**src/rtl/svc_pkg.sv**
```systemverilog
// ----------------------------------------------------------------------------
// svc_pkg: shared types and constants of the sparse voxel chunk store
// Holds the sizes of the chunk table and voxel memory, and the transfer types.
// ----------------------------------------------------------------------------
package svc_pkg;

  localparam int CHUNK_DIM_LOG2 = 3;
  localparam int CHUNK_SLOTS    = 64;
  localparam int COORD_BITS     = 16;
  localparam int VALUE_BITS     = 16;

  localparam int KEY_W   = COORD_BITS - CHUNK_DIM_LOG2;
  localparam int SLOT_W  = (CHUNK_SLOTS > 1) ? $clog2(CHUNK_SLOTS) : 1;
  localparam int CNT_W   = $clog2(CHUNK_SLOTS + 1);
  localparam int OFFS_W  = 3 * CHUNK_DIM_LOG2;
  localparam int VOX_NUM = CHUNK_SLOTS * (2 ** OFFS_W);
  localparam int ADDR_W  = $clog2(VOX_NUM);
  localparam int Q_DEPTH = 2;

  localparam logic CMD_READ  = 1'b0;
  localparam logic CMD_WRITE = 1'b1;

  // Input item.
  typedef struct packed {
    logic               cmd;
    logic signed [15:0] coord_x;
    logic signed [15:0] coord_y;
    logic signed [15:0] coord_z;
    logic signed [15:0] write_value;
  } in_t;

  // Result item.
  typedef struct packed {
    logic signed [15:0] read_value;
    logic               occupied;
    logic               chunk_present;
    logic               table_full;
  } out_t;

  // Classified operation passed from the front to the back.
  typedef struct packed {
    logic                  wr;
    logic                  rd;
    logic [ADDR_W-1:0]     addr;
    logic [VALUE_BITS-1:0] value;
    logic                  found;
    logic                  full;
  } op_t;

endpackage

```
**src/rtl/svc_queue.sv**
```systemverilog
// ----------------------------------------------------------------------------
// svc_queue: short operation queue between front and back
// A two-entry first-in first-out buffer of classified operations.
// ----------------------------------------------------------------------------
module svc_queue (
  input  logic          clk,
  input  logic          rst_n,
  input  logic          push,
  input  svc_pkg::op_t  push_op,
  input  logic          pop,
  output svc_pkg::op_t  head_op,
  output logic          not_empty,
  output logic          full
);

  localparam int PW = $clog2(svc_pkg::Q_DEPTH);

  svc_pkg::op_t   mem_r [svc_pkg::Q_DEPTH];
  logic [PW-1:0]  wp_r, wp_nxt, rp_r, rp_nxt;
  logic [PW:0]    cnt_r, cnt_nxt;

  assign not_empty = (cnt_r != '0);
  assign full      = (cnt_r == (PW+1)'(svc_pkg::Q_DEPTH));
  assign head_op   = mem_r[rp_r];

  // Pointer and count update.
  always_comb begin
    wp_nxt  = push ? wp_r + 1'b1 : wp_r;
    rp_nxt  = pop  ? rp_r + 1'b1 : rp_r;
    cnt_nxt = cnt_r + (PW+1)'(push) - (PW+1)'(pop);
  end

  always_ff @(posedge clk) begin
    if (!rst_n) begin
      wp_r  <= '0;
      rp_r  <= '0;
      cnt_r <= '0;
    end else begin
      wp_r  <= wp_nxt;
      rp_r  <= rp_nxt;
      cnt_r <= cnt_nxt;
    end
  end

  always_ff @(posedge clk) begin
    if (push) mem_r[wp_r] <= push_op;
  end

`ifndef SYNTHESIS
  a_no_overflow: assert property (@(posedge clk) disable iff (!rst_n) full |-> !push || pop)
    else $error("queue push while full");
  a_no_underflow: assert property (@(posedge clk) disable iff (!rst_n) !not_empty |-> !pop)
    else $error("queue pop while empty");
  a_count_step: assert property (@(posedge clk) disable iff (!rst_n)
      (push && !pop) |=> cnt_r == $past(cnt_r) + 1'b1)
    else $error("queue count did not advance on push");
`endif

endmodule

```
**config.mk**
```make
export PLATFORM = sky130hd
export DESIGN_NAME = svc_queue
export DESIGN_NICKNAME = d
export VERILOG_FILES = /design/src/rtl/svc_pkg.sv /design/src/rtl/svc_queue.sv
export SDC_FILE = /design/constraint.sdc
export NUM_CORES = 1
export LEC_CHECK = 0
export BUFFER_PORTS_ARGS = -buffer_cell sky130_fd_sc_hd__buf_2
export CAP_MARGIN = 20
export CORE_ASPECT_RATIO = 1.5
export CORE_MARGIN = 5
export CORE_UTILIZATION = 35
export DETAILED_ROUTE_END_ITERATION = 12
export MAX_ROUTING_LAYER = met4
export PLACE_DENSITY = 0.66
export SLEW_MARGIN = 20
export SYNTH_ARGS = -nofsm -noshare
export SYNTH_HDL_FRONTEND = slang
export SYNTH_SLANG_ARGS = --single-unit
```
**constraint.sdc**
```tcl
create_clock -name clk -period 2.3 [get_ports clk]
set_input_delay 0 -clock clk [delete_from_list [all_inputs] [get_ports clk]]
set_output_delay 0 -clock clk [all_outputs]
set_load 0.03 [all_outputs]
```
# Yosys cells after proc, flatten, opt, wreduce, memory -nomap -nowiden
# Memories as Yosys holds them, arrays and structs flattened. A register that Yosys moved wholly into a read port is not among the register bits.
# Index checks and enable logic that the tools add are counted.
# Widths: inputs -> output; s select.
[totals] wordCells=14 mem_count=1 regBits=4 ram_bits=70
[classes] eq_ne=1 n_reduce_logical=1 add_sub_neg=4 muxes=4
[mem_list] name="mem_r" words=2 width=35 rd=1 rd_ports_with_merged_regs=1 write_ports=1 line="svc_queue.sv:18" source="svc_pkg::op_t mem_r [svc_pkg::Q_DEPTH];"
[ops] op="$mux 1" count=4
[ops] op="$add 1x1->1 const B" count=2
[ops] op="$add 2x1->2" count=1
[ops] op="$eq 2x2->1 const B" count=1
[ops] op="$reduce_bool 2->1" count=1
[ops] op="$sub 2x1->2" count=1

# Longest topological paths before layout
[depth] ltp_word=3 depth_mapped=6 mapped_depth_nobuf=6

# Worst setup path before layout
# Ideal clock, no wire load.
[synth_timing] path_type="reg2reg" start="register wp_r" end="memory mem_r[0][0] (netlist bit), enable pin" setup_ns=0.433 t_arrival_ns=1.907 setup_slack_ns=-0.040 path_stages_with_launch=2 path_buffers=0 period_less_slack_ns=2.340 path_cell_list="dfxtp_1 > nor2b_1"
[synth_rtl] element="start: declaration" line="svc_queue.sv:19" source="logic [PW-1:0] wp_r, wp_nxt, rp_r, rp_nxt;"
[synth_rtl] element="start signal: assignment" line="svc_queue.sv:39" source="wp_r <= wp_nxt;"
[synth_rtl] element="end: declaration" line="svc_queue.sv:18"
# No word-level cell before the write port.

==> summary.txt <==
Status
  – Status: complete, no violations

Placed design
  – Gpl congestion: between 0.7 and 0.8
  – Number of port buffers: 75
  – Detailed placement HPWL: 3478 um
  – Placed inst area: 3403 sq um
  – DP Worst Slack: between 900 and 1000 ps

GRT
  – Gr usage total: 11.11%
  – First-pass GRT wire length: 8300 um
  – Grt total ovfl: 0
  – Initial antenna violation count: 0
  – Largest net degree at the start of global routing: 22
  – Vias in the first global route: about 1700

Layout
  – Fillers: about 660
  – Commonest non-fill, non-tap cells in the layout: buf_2 (75), edfxtp_1 (70), dlygate4sd3_1 (36), mux2_4 (30), clkbuf_16 (9)
  – Area Overhead vs Synth: 39.24%
  – ANT cells: 0
  – NumNets Final: 294
  – Share of cells above drive strength 1: 51.16%
  – Most common cell after layout, fill and taps aside: buf_2
  – Final Instance Area: 4049 sq um

Logic synthesis
  – Yosys reg bits: 75
  – Mux share of post-synthesis cell area: 17.43%
  – Syn Inst Count: 130
  – Post-synth EDFFs: 70
  – Sequential-to-total area share from yosys stat: between 70% and 80%
  – Yosys cell types: 14
  – Post-synth ARST share: 0%
  – Synthesized area: just under 3000 sq um
  – XOR/XNOR Fraction of Synth Area: 1.076%
  – Syn avg cell area: 22.37 sq um
  – Combinational family with the most area after synthesis: multiplexers
  – Syn. warnings: 0
  – Synth Area in Adders: 0.8606%
  – Main synth FF type: edfxtp_1
  – Synth Net Count: 171
  – Simple-gate share of the synthesized area: 1.936%
  – Compound-Gate Fraction of Synth Area: 0.2582%

CTS
  – H-Tree Depth: 3
  – Post-CTS setup buffer count: 0
  – CTS clk-pin slew, worst paths: 50 ps
  – Later-pin clock latency in the skew report: 320 ps
  – Post-CTS sizing: 0
  – Max Buffers Root-to-Sink: 2
  – CTS Buf Count: 9
  – Clock root cell: clkbuf_16
  – Post-CTS Hold Buffers: 36
  – CTS tree: built
  – Clock Sinks: 75

Timing
  – Crit share post-route: around 66%
  – Final hold violation count: 0
  – Worst slew pin tran: 517.0 ps
  – Clk_skew: 4.712 ps
  – Minimum clock period: 1528 ps
  – Final setup violation count: 0
  – Final Max Slew Viols: 0
  – Worst hold slack: 35.71 ps
  – Final WS setup: 772.3 ps
  – Max-slew headroom: 65.46%
  – Fmax: around 650 MHz
  – RSZ-0062 raised after global routing: no
  – Setup TNS: 0 ps

Route
  – First DRT Iteration DRCs: 54
  – Remaining DRCs: 0
  – Mean routed wirelength per cell: about 14 um
  – Routed vias/inst: ~4.2
  – TritonRoute pass-1 iters: 3
  – Routed wire length: 5226 um
  – Vias: about 1500
  – ANT nets after route: 0

Floorplanning
  – Core area: 8058 sq um
  – Die area: between 10000 and 15000 sq um
  – I/O Pins: between 70 and 80
  – Starting Density: 36.09%
  – Height of the die: ~120 um
  – Row cnt: 40
  – Die W: approximately 84 um

Worst hold path
  – Hold path depth: 3
  – Tightest Hold Check Type: primary input to flop

Worst setup path
  – CP startpoint kind: flop
  – Max FO, Critical Path: 19
  – CP Class: flop to output pin
  – R2R depth: 2
  – Crit end category: output pin
  – Critical Path RT: 2300 ps
  – Crit path arrival time: 1530 ps

Run
  – Max Cap Viol: 0

Power and ir drop
  – Pwr/cell area: 855.0 nW/um^2
  – Leak pwr: between 1.5 and 2 nW
  – Peak VDD IR: 0.5445 mV
[kinds of logic (layout without fill, tap and decap cells)]
family	Yosys count	in the layout
DFF	75	75
and+or+nand+nor	9	9
muxes	35	35
xor gates and xnor gates	2	2
buffers and inverters	6	134
adders and majority gates	2	2
AOI/OAI and AO/OA	1	1
[through the flow]
stage	cells	util, %	total power [mW]
after floorplan	130	-	2.006
after CTS	363	50.25	3.499
after global routing	363	50.25	3.592
after global placement	311	42.24	2.129
final	363	50.25	3.462
after detailed placement	311	42.24	2.138
[flip-flops by register name, summed over array words and instances, names as in the netlist, named ones only]
name / flops
rp_r: 1
cnt_r: 2
mem_r: 70
wp_r: 1
[report_power, final]
part | leakage [nW] | switching (mW) | internal [mW]
clock network | 0.141 | 0.483 | 0.829
registers | 0.699 | 0.0236 | 1.58
logic | 0.794 | 0.297 | 0.251
total | 1.63 | 0.804 | 2.66
[worst max-delay path, cell delays in order (launching register included)]
cell and delay, ps:
dfxtp_2 320, buf_4 310, mux2_2 380, buf_2 180
[final timing paths]
kind | start | to | slack (ps)
setup reg to reg | wp_r | mem_r[1][0] | 930
hold / removal | pop | flop | 40
setup / recovery | flop | head_op[24] | 770
hold reg to reg | rp_r | flop | 580
[cell usage after synthesis (2+ instances only)]
cell / n / area [sq um]
mux2_4: 30 / 450.4
nor2b_1: 4 / 25.02
dfxtp_1: 5 / 100.1
buf_12: 3 / 60.06
edfxtp_1: 70 / 2102
mux2_2: 5 / 56.30
inv_1: 2 / 7.510
and2_1: 4 / 25.02
ha_1: 2 / 25.02
[layout make-up]
type	instances	area, sq um	area share [%]
well taps	105	131.4	3.245
inverters	2	7.507	0.1854
repair buffers	116	785.8	19.41
multi-input cells	49	635.6	15.70
clock inverters	6	56.30	1.391
flip-flops and latches	75	2203	54.42
clock buffers	10	229.0	5.655
[layer usage]
layer / global-route usage [%] / wire length [um]
met1: 11.03 / 2017
met2: 19.86 / 2848
met3: 3.180 / 244
met4: 5.347 / 116
met5: - / 0
Note: power is estimated with default switching activity, not from simulation.
